--- config.mk ---
export PLATFORM = sky130hd
export DESIGN_NAME = hmbs_queue
export DESIGN_NICKNAME = d
export VERILOG_FILES = /design/src/rtl/hmbs_pkg.sv /design/src/rtl/hmbs_queue.sv
export SDC_FILE = /design/constraint.sdc
export NUM_CORES = 1
export LEC_CHECK = 0
export ABC_AREA = 1
export BUFFER_PORTS_ARGS = -buffer_cell sky130_fd_sc_hd__buf_2
export CAP_MARGIN = 0
export CORE_ASPECT_RATIO = 2
export CORE_MARGIN = 4
export CORE_UTILIZATION = 55
export DETAILED_ROUTE_END_ITERATION = 6
export PLACE_DENSITY = 0.77
export SLEW_MARGIN = 40
export SYNTH_ARGS = -nofsm -noshare
export SYNTH_HDL_FRONTEND = slang
export SYNTH_SLANG_ARGS = --single-unit
--- constraint.sdc ---
create_clock -name clock -period 14.4 [get_ports clock]
set_input_delay 0.72 -clock clock [delete_from_list [all_inputs] [get_ports clock]]
set_output_delay 0.72 -clock clock [all_outputs]
set_load 0.03 [all_outputs]
--- src/rtl/hmbs_pkg.sv ---
// package for the heightmap bilinear sampler: widths, defaults, register addresses
// no dependencies
package hmbs_pkg;
   localparam int GRID_SIDE_DEF = 64;
   localparam int FRAC_BITS_DEF = 16;
   localparam int COORD_W = 32;
   localparam int SCALE_W = 24;
   localparam int IDX_W = 12;
   localparam int ADDR_W = 4;
   localparam logic [23:0] CELL_SCALE_RST = 24'd41288;
   localparam logic [ADDR_W-1:0] REG_ORIGIN_X = 4'h0;
   localparam logic [ADDR_W-1:0] REG_ORIGIN_Z = 4'h4;
   localparam logic [ADDR_W-1:0] REG_CELL_SCALE = 4'h8;
   localparam logic KIND_LOAD = 1'b0;
   localparam logic KIND_QUERY = 1'b1;

   // classified item handed from front to back
   typedef struct packed {
      logic                  is_query;
      logic                  ok;
      logic [COORD_W-1:0]    load_data;
      logic [IDX_W-1:0]      load_idx;
      logic                  load_en;
      logic [7:0]            cx;
      logic [7:0]            cz;
      logic [23:0]           tx;
      logic [23:0]           tz;
   } cmd_type;
endpackage

--- src/rtl/hmbs_queue.sv ---
// short queue between front and back parts
// depends on hmbs_pkg
module hmbs_queue #(
   parameter int DEPTH = 4
) (
   input  logic               clock,
   input  logic               reset,
   input  logic               wr_valid,
   output logic               wr_stall,
   input  hmbs_pkg::cmd_type  wr_data,
   output logic               rd_valid,
   input  logic               rd_stall,
   output hmbs_pkg::cmd_type  rd_data
);
   localparam int AW = $clog2(DEPTH);
   hmbs_pkg::cmd_type mem_ff [DEPTH];
   logic [AW-1:0] wp_ff, rp_ff;
   logic [AW:0] cnt_ff, cnt_in;
   logic wr, rd;

   assign wr_stall = cnt_ff == (AW+1)'(DEPTH);
   assign rd_valid = cnt_ff != '0;
   assign rd_data = mem_ff[rp_ff];
   assign wr = wr_valid && !wr_stall;
   assign rd = rd_valid && !rd_stall;
   assign cnt_in = cnt_ff + (AW+1)'(wr) - (AW+1)'(rd);

   always_ff @(posedge clock) begin
      if (reset) begin
         wp_ff <= '0;
         rp_ff <= '0;
         cnt_ff <= '0;
      end else begin
         if (wr) wp_ff <= wp_ff + 1'b1;
         if (rd) rp_ff <= rp_ff + 1'b1;
         cnt_ff <= cnt_in;
      end
   end

   always_ff @(posedge clock) begin
      if (wr) mem_ff[wp_ff] <= wr_data;
   end
endmodule

* After elaboration in Yosys (flattened, before gate mapping)
Memories as Yosys holds them, arrays and structs flattened. A register that Yosys moved wholly into a read port is not among the register bits.
Index checks and enable logic that the tools add are counted.
** Storage, ports and cells
- Register bits :: 7
- Bits in latches :: 0
- Bits in writable memories :: 444
- Memory bits (read-only) :: 0
- Input bits :: 115
- Output and inout bits :: 113
- Memories :: 1
** Memory list
- mem_ff :: words 4, bits a word 111, rd ports 1, clocked after memory_dff 1, wr ports 1, RTL line hmbs_queue.sv:16 : hmbs_pkg::cmd_type mem_ff [DEPTH];
** Cells by class
- $add $sub $neg :: 4
- $mul :: 0
- Div/mod/pow operators :: 0
- Order comparisons :: 0
- Equal/unequal tests :: 1
- Shift-type cells :: 0
- Mux-type cells :: 4
- Bitwise gates (word level) :: 0
- Reduce and logical (&&, ||, !) cells :: 5
** Operator list (count)
- $add 2x1->2 const B :: 2
- $mux 2 :: 2
- $add 3x1->3 :: 1
- $eq 3x3->1 const B :: 1
- $reduce_bool 3->1 :: 1
- $sub 3x1->3 :: 1
- $logic_and 1x1->1 :: 2
- $logic_not 1->1 :: 2
- $mux 1 :: 2

* Longest topological paths before layout
- Word-level depth :: 5
- Gate-level depth with buffers :: 10
- Mapped depth without buffers :: 10

* Least setup slack after synthesis
No wires, ideal clock.
- Path kind :: input port to flip-flop
- Start :: input port wr_valid
- End :: memory mem_ff[0][0] (netlist bit) (enable)
- Arrival :: 5.455 ns
- Data required time :: 13.818 ns
- Slack :: 8.363 ns
- Stages :: 2
- Path buffers :: 0
- Path through :: nand2_1 > nor2_1
** Between the ends
- Cells in the longest elaborated chain, start to end :: 3
** RTL lines
- start, declared :: RTL line hmbs_queue.sv:8 : input logic wr_valid,
- $logic_and 1x1->1 :: RTL line hmbs_queue.sv:24 : assign wr = wr_valid && !wr_stall;
- $mux 1 :: RTL line hmbs_queue.sv:41 : if (wr) mem_ff[wp_ff] <= wr_data;
- $mux 1 (implied by the code) :: RTL line hmbs_queue.sv:41
- end, declared :: RTL line hmbs_queue.sv:16
Every way passes these cells.

==> results by stage <==
Pwr:
- In this run, the combinational gates consume 27.1% of the power.
- The internal power of the cells totals 2421 uW.
- The maximum VDD drop is 0.0001447 V.
- The power per unit of standard cell area is 186.2 nW/um^2.
- The switching power of the nets is 1222 uW.
- The analysis attributes to cell leakage a power of 0.006814 uW.
- The clock network burns 27.4% of the power.
- Registers are responsible for 45.5% of the overall power.
- Net switching is 33.54% of the power.

Logic synthesis:
- The warning count from the yosys run is 0.
- Synthesis produced a netlist with a net count of 1,262.
- The share of flip-flops with an asynchronous set or reset is 0%.
- The proportion of netlist area held by the largest area contributor is 78.68%.
- The proportion of synthesized chip area in sequential cells is 79.74%.
- The mapped netlist covers 16,950 um^2.
- By area the synthesized netlist is led by sky130_fd_sc_hd__edfxtp_1 (79%), sky130_fd_sc_hd__nor2_1 (5.2%), sky130_fd_sc_hd__o21ai_0 (4.5%).
- The count of unique library cells instantiated by Yosys is 19.
- The commonest cells after synthesis are sky130_fd_sc_hd__edfxtp_1 (444), sky130_fd_sc_hd__nor2_1 (236), sky130_fd_sc_hd__o21ai_0 (151).
- Dividing the synthesized area by the synthesized cell count gives 14.87 um^2.
- The leading cell type by number of instances after synthesis is sky130_fd_sc_hd__edfxtp_1.
- After technology mapping, the gate count stands at 1,140.
- In the synthesized netlist the dominant register cell turns out to be sky130_fd_sc_hd__edfxtp_1.
- The flip-flop and latch count after synthesis is 453.
- Summed over all instances, the cell type with the most area after synthesis is sky130_fd_sc_hd__edfxtp_1.
- The number of enable flip-flop cells after synthesis is 444.

Worst setup path:
- Counting cells, the worst reg-to-reg path comes to 10.
- Across all register-to-register paths, the minimum setup slack is 12.02 ns.
- The kind of critical path is flip-flop to output port.
- STA classifies the critical path endpoint as an output port.
- The largest fanout on the critical path is 90.
- The endpoint of the lowest-slack register-to-register path is cnt_ff[2].
- The data required time at the worst endpoint is 13.68 ns.
- The startpoint type of the worst setup path is a flip-flop.
- The reg-to-reg critical path startpoint is cnt_ff[1].
- The arrival time of the worst setup path is 3.19 ns.

Floorplan:
- The area of the placeable core is 30,290 um^2.
- The die height is 256.2 um.
- The floorplan step set the die width to 132.1 um.
- After floorplanning, the core was divided into 90 placement rows.
- The floorplan die area is 33,850 um^2.
- In this run the count of I/O pins placed on the die edge is 228.
- The initial cell density of the core is 55.94%.

STA:
- The number of hold violations in the final report is 0.
- The routed design could run at a clock period as short as 3.914 ns.
- Setup violations remaining at the end of the flow were counted as 0.
- The worst slew slack as a fraction of its limit is 44.53%.
- Setup repair after global routing left no endpoint under its margin.
- For the final database, setup skew stands at 0.02366 ns.
- The worst path uses 27.18% of the clock period.
- The timing-limited maximum frequency is 255.5 MHz.
- At the pin with the least slew margin, the transition time is 0.8320 ns.
- The sum of negative setup slack is 0 ns.
- The final-report max-slew violation count was 0.

Placement:
- Once placement finished, the instance area stood at 18,280 um^2.
- The count of buffers added on input and output ports is 227.
- Detailed placement finished with a half-perimeter wire length of 20,390 um.
- The total instance count after detailed placement is 1,676.
- The final weighted congestion in routability-driven placement is 0.7729.

Clock network:
- The clock-pin slew on the worst setup and hold paths is 0.06 ns.
- The total clock buffers created by CTS is 38.
- The number of levels in the clock H-tree is 2.
- In this run the deepest clock path goes through 3 buffers.
- The number of cells upsized or downsized after cts is 0.
- The post-cts hold buffer count is 0.
- The root buffer selected by CTS is sky130_fd_sc_hd__clkbuf_16.
- TritonCTS built the clock tree.
- For this design, the sink count on the clock tree is 453.
- The clock latency reported for the late side of the worst-skew pair is 0.53 ns.
- Once the clock tree was built, the setup fixing pass inserted 0 buffers.

Routing:
- The final routed wire length divided by cell count is 20.63 um.
- The first-pass detailed-route iteration total is 5.
- The detailed router's first-iteration violation count is 773.
- The remaining antenna violation count after routing is 0.
- The vias per cell is 5.827.
- For this run, design rule violations remaining after detail routing come to 0.
- The wire length reported by the detailed router is 36,130 um.
- The final route contains 10,203 vias.

Finish:
- Summing all non-filler instances in the final layout gives an area of 19,560 um^2.
- The count of nets after finishing is 1,471.
- Once layout is complete, the cells apart from fillers number 1,751.
- The area growth from synthesis to layout is 15.43%.
- The share of final-layout standard cells stronger than drive strength 1 is 22.75%.

GRT:
- The combined global-route utilization of all metal layers is 20.97%.
- The number of global-route vias before repair is 10,331.
- The initial antenna violation count came to 10.
- The first-pass GRT wire length is 55,230 um.
- The maximum number of pins on one net before global-route repair is 134.
- Global routing finished with a remaining overflow of 0.

Min path:
- The worst-case hold path end point is cnt_ff[1].
- In this run the worst hold path is classified as input port to flip-flop.
- The launch instance of the worst min-delay path is reset.
- The cell depth of the worst min-delay path is 2.

Run status:
- The flow ran to the end, and the final reports show no timing, DRC or antenna violations.

Flow run:
- The tool flagged a number of max-cap violations equal to 0.
==> sequential cells by signal, summed over array words and instances, names as in the netlist, named ones only <==
signal / count
wp_ff: 2
cnt_ff: 3
mem_ff: 444
rp_ff: 2
==> stage by stage <==
stage               utilization (%)  hold WS, ns  power (uW)  worst slack, ns
finish                        64.58       0.3857        3643            10.49
global route                  64.57       0.3625        3803            10.31
CTS                           64.37       0.3504        3674            9.991
detailed placement            60.36       0.4788        2675            10.60
global placement              60.29       0.4620        2649            10.62
floorplan                         -       0.4483        2389            8.363
==> power by group through the flow <==
stage          clock [uW]  sequential, uW  combinational (uW)
3_5_place_dp            0            1690                 990
6_report             1000            1660                 987
3_3_place_gp            0            1680                 970
4_1_cts              1020            1660                 994
5_1_grt              1070            1670                1060
2_1_floorplan           0            1680                 707
==> kinds of logic after synthesis <==
logic type	count (synthesis)	share of synthesized area, %
flops	453	79.74
fa+ha+maj	7	0.5611
buf+inv	90	2.894
compound gates	340	11.24
simple gates	250	5.560
==> layout make-up <==
type                    instances  area, um^2
diodes                          7       17.52
clock buffers                  44       994.7
clock inverters                23       220.2
fillers                      2134       10730
inverters                      18       80.08
multi-input cells             597        2973
flip-flops and latches        453       13520
well taps                     368       460.4
repair buffers                241        1295
==> cells in the final DEF, fill, tap and decap left out, types with 10 or more instances in the layout <==
cell / n
sky130_fd_sc_hd__nor2_1: 232
sky130_fd_sc_hd__o21ai_1: 72
sky130_fd_sc_hd__edfxtp_1: 444
sky130_fd_sc_hd__buf_2: 227
sky130_fd_sc_hd__inv_1: 16
sky130_fd_sc_hd__o21ai_0: 151
sky130_fd_sc_hd__nand2_1: 11
sky130_fd_sc_hd__o22ai_2: 10
sky130_fd_sc_hd__clkbuf_16: 39
sky130_fd_sc_hd__o22ai_1: 101
==> per-layer routing <==
metal,share of wire [%],global-route usage [%]
met4,4.6,10.69
met5,0.058,0
met1,36,23.69
met2,54,37.83
met3,5.5,3.668
==> worst max-delay path by stage <==
stage	start	to	slack, ns	depth (start not counted)
2_1_floorplan	wr_valid	mem_ff[0][0]	8.36	2
5_1_grt	flip-flop	rd_data[30]	10.31	5
3_5_place_dp	flip-flop	rd_data[21]	10.60	5
6_report	flip-flop	rd_data[30]	10.49	5
4_1_cts	flip-flop	rd_data[30]	9.99	5
3_3_place_gp	flip-flop	rd_data[42]	10.62	5
==> worst max-delay path, stage by stage, from the launching register on <==
cell	delay (ns)
sky130_fd_sc_hd__dfxtp_4	0.69
sky130_fd_sc_hd__buf_6	0.54
sky130_fd_sc_hd__buf_6	0.56
sky130_fd_sc_hd__o21ai_0	0.22
sky130_fd_sc_hd__o22ai_1	0.30
sky130_fd_sc_hd__buf_2	0.25
Note: power is estimated with default switching activity, not from simulation.
